===== src/design/bpf_pkg.sv =====
package bpf_pkg;

  localparam int unsigned NUM_BINS_DEF   = 64;
  localparam int unsigned FILL_WIDTH_DEF = 24;

  localparam int unsigned SIZE_W     = 24;
  localparam int unsigned CAP_W      = 24;
  localparam int unsigned OUT_IDX_W  = 6;
  localparam int unsigned OUT_FILL_W = 24;
  localparam int unsigned CFG_IDX_W  = 1;
  localparam int unsigned CFG_DATA_W = 24;

  localparam logic [CAP_W-1:0] CAP_RESET    = 24'd2000000;
  localparam logic             POLICY_RESET = 1'b1;

  // register indexes
  localparam logic [CFG_IDX_W-1:0] REG_FIT_POLICY   = 1'b0;
  localparam logic [CFG_IDX_W-1:0] REG_BIN_CAPACITY = 1'b1;

  // input modes
  localparam logic MODE_PLACE = 1'b0;
  localparam logic MODE_CLEAR = 1'b1;

  // fit policies
  localparam logic POLICY_FIRST = 1'b0;
  localparam logic POLICY_BEST  = 1'b1;

  typedef struct packed {
    logic              mode;
    logic [SIZE_W-1:0] item_size;
  } in_item_t;

  typedef struct packed {
    logic                  placed;
    logic [OUT_IDX_W-1:0]  bin_index;
    logic [OUT_FILL_W-1:0] bin_fill;
  } out_item_t;

  typedef struct packed {
    logic cnt_clr;
    logic cnt_inc;
    logic mem_rd;
    logic mem_clr_wr;
    logic load_item;
    logic res_zero;
    logic write_back;
    logic out_load;
  } ctrl_cmd_t;

  typedef struct packed {
    logic cnt_last;
  } dp_status_t;

endpackage


===== src/design/bpf_datapath.sv =====
module bpf_datapath #(
  parameter int unsigned NUM_BINS   = bpf_pkg::NUM_BINS_DEF,
  parameter int unsigned FILL_WIDTH = bpf_pkg::FILL_WIDTH_DEF
) (
  input  logic                                clk_i,
  input  logic                                rst_ni,
  input  bpf_pkg::ctrl_cmd_t                  cmd_i,
  output bpf_pkg::dp_status_t                 status_o,
  input  bpf_pkg::in_item_t                   in_data_i,
  output bpf_pkg::out_item_t                  out_data_o,
  input  logic                                cfg_we_i,
  input  logic [bpf_pkg::CFG_IDX_W-1:0]       cfg_idx_i,
  input  logic [bpf_pkg::CFG_DATA_W-1:0]      cfg_wdata_i
);
  import bpf_pkg::*;

  localparam int unsigned IW = (NUM_BINS > 1) ? $clog2(NUM_BINS) : 1;
  localparam int unsigned SW = ((FILL_WIDTH > SIZE_W) ? FILL_WIDTH : SIZE_W) + 1;
  localparam logic [IW-1:0] LAST_IDX = IW'(NUM_BINS - 1);

  logic [FILL_WIDTH-1:0] mem_q [NUM_BINS];

  logic [IW-1:0]         cnt_q, cnt_d;
  logic [IW-1:0]         rd_idx_q;
  logic                  rd_vld_q;
  logic [FILL_WIDTH-1:0] rd_data_q;
  logic [SIZE_W-1:0]     size_q;
  logic                  found_q, found_d;
  logic [IW-1:0]         best_idx_q, best_idx_d;
  logic [FILL_WIDTH-1:0] best_fill_q, best_fill_d;
  logic                  policy_q;
  logic [CAP_W-1:0]      cap_q;
  out_item_t             res_q;
  out_item_t             out_q;

  logic [SW-1:0]         sum;
  logic                  fits;
  logic                  take;
  logic [SW-1:0]         nf_wide;
  logic [FILL_WIDTH-1:0] nf;
  logic                  wr_en;
  logic [IW-1:0]         wr_addr;
  logic [FILL_WIDTH-1:0] wr_data;

  // fit test at full precision, one bin per cycle
  assign sum  = SW'(rd_data_q) + SW'(size_q);
  assign fits = sum < SW'(cap_q);
  assign take = rd_vld_q && fits &&
                (!found_q || (policy_q == POLICY_BEST && rd_data_q > best_fill_q));

  always_comb begin
    found_d     = found_q;
    best_idx_d  = best_idx_q;
    best_fill_d = best_fill_q;
    if (cmd_i.load_item) begin
      found_d = 1'b0;
    end else if (take) begin
      found_d     = 1'b1;
      best_idx_d  = rd_idx_q;
      best_fill_d = rd_data_q;
    end
  end

  always_comb begin
    cnt_d = cnt_q;
    if (cmd_i.cnt_clr) begin
      cnt_d = '0;
    end else if (cmd_i.cnt_inc) begin
      cnt_d = (cnt_q == LAST_IDX) ? '0 : cnt_q + 1'b1;
    end
  end

  assign nf_wide = SW'(best_fill_q) + SW'(size_q);
  assign nf      = nf_wide[FILL_WIDTH-1:0];

  assign wr_en   = cmd_i.mem_clr_wr || (cmd_i.write_back && found_q);
  assign wr_addr = cmd_i.mem_clr_wr ? cnt_q : best_idx_q;
  assign wr_data = cmd_i.mem_clr_wr ? '0 : nf;

  always_ff @(posedge clk_i) begin
    if (wr_en) begin
      mem_q[wr_addr] <= wr_data;
    end
    if (cmd_i.mem_rd) begin
      rd_data_q <= mem_q[cnt_q];
    end
  end

  always_ff @(posedge clk_i or negedge rst_ni) begin
    if (!rst_ni) begin
      cnt_q    <= '0;
      rd_vld_q <= 1'b0;
      found_q  <= 1'b0;
      policy_q <= POLICY_RESET;
      cap_q    <= CAP_RESET;
    end else begin
      cnt_q    <= cnt_d;
      rd_vld_q <= cmd_i.mem_rd;
      found_q  <= found_d;
      if (cfg_we_i) begin
        unique case (cfg_idx_i)
          REG_FIT_POLICY:   policy_q <= cfg_wdata_i[0];
          REG_BIN_CAPACITY: cap_q    <= cfg_wdata_i[CAP_W-1:0];
          default: ;
        endcase
      end
    end
  end

  always_ff @(posedge clk_i) begin
    rd_idx_q    <= cnt_q;
    best_idx_q  <= best_idx_d;
    best_fill_q <= best_fill_d;
    if (cmd_i.load_item) begin
      size_q <= in_data_i.item_size;
    end
    if (cmd_i.res_zero) begin
      res_q <= '0;
    end else if (cmd_i.write_back) begin
      res_q.placed    <= found_q;
      res_q.bin_index <= found_q ? OUT_IDX_W'(best_idx_q) : '0;
      res_q.bin_fill  <= found_q ? OUT_FILL_W'(nf) : '0;
    end
    if (cmd_i.out_load) begin
      out_q <= res_q;
    end
  end

  assign status_o.cnt_last = (cnt_q == LAST_IDX);
  assign out_data_o        = out_q;

endmodule


===== src/design/bpf_ctrl.sv =====
module bpf_ctrl (
  input  logic                clk_i,
  input  logic                rst_ni,
  input  logic                in_valid_i,
  output logic                in_ready_o,
  input  logic                in_mode_i,
  output logic                out_valid_o,
  input  logic                out_ready_i,
  output bpf_pkg::ctrl_cmd_t  cmd_o,
  input  bpf_pkg::dp_status_t status_i
);
  import bpf_pkg::*;

  typedef enum logic [5:0] {
    ST_IDLE  = 6'b000001,
    ST_CLEAR = 6'b000010,
    ST_SCAN  = 6'b000100,
    ST_TAIL  = 6'b001000,
    ST_WRITE = 6'b010000,
    ST_DONE  = 6'b100000
  } state_e;

  state_e    state_q, state_d;
  logic      reply_q, reply_d;
  logic      out_valid_q, out_valid_d;
  ctrl_cmd_t cmd;

  always_comb begin
    state_d    = state_q;
    reply_d    = reply_q;
    cmd        = '0;
    in_ready_o = 1'b0;
    unique case (state_q)
      ST_IDLE: begin
        in_ready_o = 1'b1;
        if (in_valid_i) begin
          cmd.cnt_clr = 1'b1;
          if (in_mode_i == MODE_CLEAR) begin
            cmd.res_zero = 1'b1;
            reply_d      = 1'b1;
            state_d      = ST_CLEAR;
          end else begin
            cmd.load_item = 1'b1;
            state_d       = ST_SCAN;
          end
        end
      end
      ST_CLEAR: begin
        cmd.mem_clr_wr = 1'b1;
        cmd.cnt_inc    = 1'b1;
        if (status_i.cnt_last) begin
          state_d = reply_q ? ST_DONE : ST_IDLE;
        end
      end
      ST_SCAN: begin
        cmd.mem_rd  = 1'b1;
        cmd.cnt_inc = 1'b1;
        if (status_i.cnt_last) begin
          state_d = ST_TAIL;
        end
      end
      // last read beat is compared here
      ST_TAIL: begin
        state_d = ST_WRITE;
      end
      ST_WRITE: begin
        cmd.write_back = 1'b1;
        state_d        = ST_DONE;
      end
      ST_DONE: begin
        if (!out_valid_q || out_ready_i) begin
          cmd.out_load = 1'b1;
          state_d      = ST_IDLE;
        end
      end
      default: begin
        state_d = ST_IDLE;
      end
    endcase
  end

  always_comb begin
    out_valid_d = out_valid_q;
    if (cmd.out_load) begin
      out_valid_d = 1'b1;
    end else if (out_ready_i) begin
      out_valid_d = 1'b0;
    end
  end

  // reset starts with a clearing sweep that sends no beat
  always_ff @(posedge clk_i or negedge rst_ni) begin
    if (!rst_ni) begin
      state_q     <= ST_CLEAR;
      reply_q     <= 1'b0;
      out_valid_q <= 1'b0;
    end else begin
      state_q     <= state_d;
      reply_q     <= reply_d;
      out_valid_q <= out_valid_d;
    end
  end

  assign cmd_o       = cmd;
  assign out_valid_o = out_valid_q;

endmodule


===== src/design/bin_packing_fit_allocator.sv =====
// Channel | Direction | Handshake              | Beat
// in      | input     | in_valid_i/in_ready_o  | in_item_t: mode, item_size
// out     | output    | out_valid_o/out_ready_i| out_item_t: placed, bin_index, bin_fill
// cfg     | input     | cfg_we_i               | cfg_idx_i, cfg_wdata_i
//
// A placement runs from one accepted beat to the next through the accept, one bin fill
// read per cycle, a tail state for the last read, a write-back and an output load.
// A clear zeroes the fill memory one entry per cycle.
// After reset the same clearing pass runs before in_ready_o rises.
// One item is in flight at a time; a held output beat parks the next result and keeps
// in_ready_o low until it leaves.
module bin_packing_fit_allocator #(
  parameter int unsigned NUM_BINS   = bpf_pkg::NUM_BINS_DEF,
  parameter int unsigned FILL_WIDTH = bpf_pkg::FILL_WIDTH_DEF
) (
  input  logic                           clk_i,
  input  logic                           rst_ni,
  input  logic                           in_valid_i,
  output logic                           in_ready_o,
  input  bpf_pkg::in_item_t              in_data_i,
  output logic                           out_valid_o,
  input  logic                           out_ready_i,
  output bpf_pkg::out_item_t             out_data_o,
  input  logic                           cfg_we_i,
  input  logic [bpf_pkg::CFG_IDX_W-1:0]  cfg_idx_i,
  input  logic [bpf_pkg::CFG_DATA_W-1:0] cfg_wdata_i
);
  import bpf_pkg::*;

  ctrl_cmd_t  cmd;
  dp_status_t status;

  bpf_ctrl u_ctrl (
    .clk_i       (clk_i),
    .rst_ni      (rst_ni),
    .in_valid_i  (in_valid_i),
    .in_ready_o  (in_ready_o),
    .in_mode_i   (in_data_i.mode),
    .out_valid_o (out_valid_o),
    .out_ready_i (out_ready_i),
    .cmd_o       (cmd),
    .status_i    (status)
  );

  bpf_datapath #(
    .NUM_BINS   (NUM_BINS),
    .FILL_WIDTH (FILL_WIDTH)
  ) u_datapath (
    .clk_i       (clk_i),
    .rst_ni      (rst_ni),
    .cmd_i       (cmd),
    .status_o    (status),
    .in_data_i   (in_data_i),
    .out_data_o  (out_data_o),
    .cfg_we_i    (cfg_we_i),
    .cfg_idx_i   (cfg_idx_i),
    .cfg_wdata_i (cfg_wdata_i)
  );

endmodule


===== config.mk =====
export PLATFORM = sky130hd
export DESIGN_NAME = bin_packing_fit_allocator
export DESIGN_NICKNAME = d
export VERILOG_FILES = /design/src/design/bpf_pkg.sv /design/src/design/bpf_datapath.sv /design/src/design/bpf_ctrl.sv /design/src/design/bin_packing_fit_allocator.sv
export SDC_FILE = /design/constraint.sdc
export NUM_CORES = 2
export LEC_CHECK = 0
export BUFFER_PORTS_ARGS = -buffer_cell sky130_fd_sc_hd__buf_2
export CORE_ASPECT_RATIO = 0.9
export CORE_MARGIN = 2
export CORE_UTILIZATION = 67
export DETAILED_ROUTE_END_ITERATION = 12
export PLACE_DENSITY_LB_ADDON = 0.2
export SLEW_MARGIN = 20
export SYNTH_ARGS = -nofsm -noshare
export SYNTH_HDL_FRONTEND = slang
export SYNTH_HIERARCHICAL = 1
export SYNTH_SLANG_ARGS = --single-unit

===== constraint.sdc =====
create_clock -name clk_i -period 11.9 [get_ports clk_i]
set_input_delay 2.975 -clock clk_i [delete_from_list [all_inputs] [get_ports clk_i]]
set_output_delay 2.975 -clock clk_i [all_outputs]
set_load 0.01 [all_outputs]

==> impl_metrics.ini <==
[cts]
postCtsResizedCells = 0
cts_hold_buffers = 0
cts_setup_buffers = 0
cts_tree = built
path_clk_slew_ns = 0.06
numClockSinks = 1723
insertion_delay_ns = 0.79
cts_buffers = 158
cts_root_buffer = clkbuf_16
clk_path_buf_depth = 3
htreeDepth = 4

[drt]
wl_um = 181000
num_vias = 34994
via_per_inst = 7.20
wl_per_cell_um = 37.4
ant_nets = 0
drc = 0
firstDrtPassIters = 5
drt-initial-drc-count = 5111

[synth]
ys_seq_elements = 1723
syn-cell-area_sq_mm = 0.0684
synthArstFlopShare_pct = 2.38
ys_seq_area_share_pct = 74.8
synth_top_area_share_pct = 72.2
synth_enable_flop_cells = 1645
synth_cells = 3162
yosys-top-cells-area = edfxtp_1 (72%), mux4_2 (17%), ha_1 (1.7%), dfrtp_1 (1.2%), dfxtp_1 (1.1%)
synth_cell_types = 72
synth_ff_type = edfxtp_1
synth_warnings = 6
yosysTopAreaCell = edfxtp_1
syn_nets = 3314
avgSynthCellArea_sq_um = 21.6

[sta]
tightest_slew_ns = 1.15
slew_headroom_pct = 22.9
finalMaxSlewViolations = 0
fmax_mhz = 186
skew_ns = 0.0286
rsz0062_at_grt = false
hold_violations = 0
finalCriticalPeriod_ns = 5.38
period_share_pct = 45.2
postLayoutSetupSlackWorst_ns = 6.52
setup_tns_ns = 0
setup_violations = 0

[critical_path]
critPathMaxFanout = 17
crit_top_cell = nand2_1
cp_slowest_cell = nor4_1
worst-setup-path-type = reg -> reg
crit_required_ns = 12.35
crit_chain = nor2_1 -> nand2_1 -> nor4_1 -> inv_1 -> nor2_1 -> nand2_1 -> o21ai_0 -> nand2_1 -> nor2_2 -> buf_4
end_kind = register
arrival_ns = 5.83
max_stage_delay_ns = 0.70
start_kind = register

[pwr]
swShare_pct = 28.9
p_leak_uw = 0.0242
p_int_uw = 11700
peakVddDrop_mv = 0.202
comb_power_share_pct = 23.7
power.density_mw_per_mm2 = 216
seqPwrFrac_pct = 46.7
p_clk_share_pct = 29.6
p_switching_uw = 4760

[grt]
antenna_found_initial = 16
grtUsageTotal_pct = 35.7
grt_pass1_vias = 35480
grt_overflow = 0
grt_start_max_net_pins = 138
grt_pass1_wl_um = 259000

[place]
placed_cells = 4572
dp_hpwl_um = 98700
pre_cts_ws_ns = 5.95
gp_congestion = 0.932
place_area_sq_mm = 0.0711
place.port_buffers = 87

[flow_run]
maxCapViolCount = 0

[cells_and_area]
fin_util_pct = 74.9
layout-drive-gt1-share_pct = 29.9
fill_cells = 5289
seq_area_sq_mm = 0.0512
syn_to_final_growth_pct = 11.1
nNetsFinal = 3528
multi_input_comb_area_sq_mm = 0.0167
stdcell_count = 4857
final_area_sq_mm = 0.0760

[die]
die-area_sq_mm = 0.105
num_rows = 111
num_io_pins = 88
die_x_um = 341
start_util_pct = 67.4
coreArea_sq_mm = 0.102
die_y_um = 307

[run_status]
status = complete, no violations

[min_path]
hold_path_class = reg -> reg
[power groups by stage]
stage,Sequential [uW],Combinational (uW),Clock [uW]
final,7680,3900,4880
after global routing,7690,4070,5130
after CTS,7670,3840,4920
after detailed placement,7800,3760,0
after global placement,7790,3600,0
after floorplan,7690,2500,0
[final timing paths]
kind / startpoint / end / slack, ns / depth (start not counted)
worst min register to register: u_datapath/rd_idx_q[4]$_DFF_P_ / u_datapath/best_idx_q[4]$_DFFE_PP_ / 0.41 / 0
worst max register to register: u_ctrl/state_q[0]$_DFFE_PN0P_ / u_datapath/mem_q[54][8]$_DFFE_PP_ / 6.52 / 10
min in group asynchronous: rst_ni / u_datapath/cap_q[13]$_DFFE_PN0P_ / 2.37 / 1
max in group asynchronous: rst_ni / u_datapath/cnt_q[0]$_DFFE_PN0P_ / 8.79 / 1
worst max-delay path: u_ctrl/state_q[0]$_DFFE_PN0P_ / u_datapath/mem_q[54][8]$_DFFE_PP_ / 6.52 / 10
worst min-delay path: u_datapath/rd_idx_q[4]$_DFF_P_ / u_datapath/best_idx_q[4]$_DFFE_PP_ / 0.41 / 0
[synth_stat cells, types with 4 or more instances]
master / number
xnor2_1: 27
nand3b_1: 8
nand3_1: 17
nor3_1: 12
o31ai_1: 5
a211oi_1: 7
a31oi_1: 8
buf_2: 36
o21bai_1: 6
or2_2: 4
xor2_1: 17
dfstp_2: 9
o21a_1: 14
a2111oi_0: 6
nor2b_1: 15
a221oi_1: 4
nor4_1: 9
clkbuf_1: 61
dfxtp_1: 37
a21oi_1: 55
ha_1: 95
dfrtp_1: 32
nand2b_1: 16
o211ai_1: 7
nand2_1: 65
a21o_1: 28
mux2i_1: 5
inv_1: 65
o21ai_0: 51
mux2_2: 26
mux4_2: 504
o2111ai_1: 5
buf_4: 11
edfxtp_1: 1645
buf_6: 5
and2_1: 4
nand4_1: 15
buf_1: 28
and3_1: 8
or4_1: 4
nor2_1: 137
a22oi_1: 8
[layer usage]
metal  track usage [%]  vias up  share of wire, %
met1              49.7    18289                34
met4              14.6       16               4.4
met2              56.3     2576                49
li1                  -    13661                 -
met5                 0        -             0.065
met3              8.14      452                12
[placed cells by master (no fill, tap or decap), types with 17 or more instances in the layout]
| master | netlist | final |
|---|---|---|
| edfxtp_1 | 1645 | 1645 |
| mux4_2 | 504 | 504 |
| clkbuf_16 | 0 | 164 |
| buf_4 | 11 | 105 |
| ha_1 | 95 | 95 |
| buf_2 | 36 | 87 |
| nand2_1 | 65 | 65 |
| inv_1 | 65 | 65 |
| nor2_2 | 0 | 65 |
| a21oi_1 | 55 | 54 |
| nor2_1 | 137 | 52 |
| o21ai_0 | 51 | 51 |
| clkinv_1 | 0 | 43 |
| dfxtp_1 | 37 | 37 |
| clkbuf_1 | 61 | 31 |
| dfrtp_1 | 32 | 28 |
| a21o_1 | 28 | 28 |
| xnor2_1 | 27 | 27 |
| mux2_2 | 26 | 26 |
| nor2_4 | 0 | 20 |
| clkinv_2 | 0 | 19 |
| nand3_1 | 17 | 17 |
| xor2_1 | 17 | 17 |
[kinds of logic (layout without fill, tap and decap cells)]
group | count (synthesis) | in the layout | share of synthesized area (%)
adder cells (fa/ha/maj) | 97 | 97 | 1.80
buffers and inverters | 207 | 541 | 1.32
multiplexers | 535 | 535 | 17.1
flip-flops | 1723 | 1723 | 74.8
XOR/XNOR | 44 | 44 | 0.563
AO/OA/AOI/OAI | 222 | 222 | 2.10
AND/OR/NAND/NOR | 334 | 334 | 2.35
other | 0 | 5 | 0
[flip-flops by register name, summed over array words and instances (netlist names), 6 cells and up]
| signal | cells |
|---|---|
| u_datapath/rd_idx_q | 6 |
| u_datapath/rd_data_q | 24 |
| u_datapath/size_q | 24 |
| u_datapath/best_idx_q | 6 |
| u_datapath/mem_q | 1536 |
| u_datapath/out_data_o | 31 |
| u_datapath/cnt_q | 6 |
| u_ctrl/state_q | 6 |
| u_datapath/best_fill_q | 24 |
| u_datapath/res_q | 31 |
| u_datapath/cap_q | 24 |
[final cells by class]
class	instances	area share [%]
well taps	1356	2.23
repair buffers	195	1.69
clock buffers	198	5.61
multi-input cells	1232	22.0
flip-flops and latches	1723	67.3
diodes	5	0.0165
inverters	66	0.332
clock inverters	82	0.805
[worst max-delay path: cells and delay by family, from the launching register on]
kind | cells | cell delay, ns
flops | 1 | 0.46
simple gates | 7 | 2.95
compound gates | 1 | 0.70
buf+inv | 2 | 0.91
[through the flow]
| step | hold WS, ns | power, uW |
|---|---|---|
| global placement | 0.389 | 11400 |
| global route | 0.410 | 16900 |
| floorplan | 0.345 | 10200 |
| detailed placement | 0.389 | 11600 |
| CTS | 0.404 | 16400 |
| finish | 0.406 | 16400 |
Note: power is estimated with default switching activity, not from simulation.
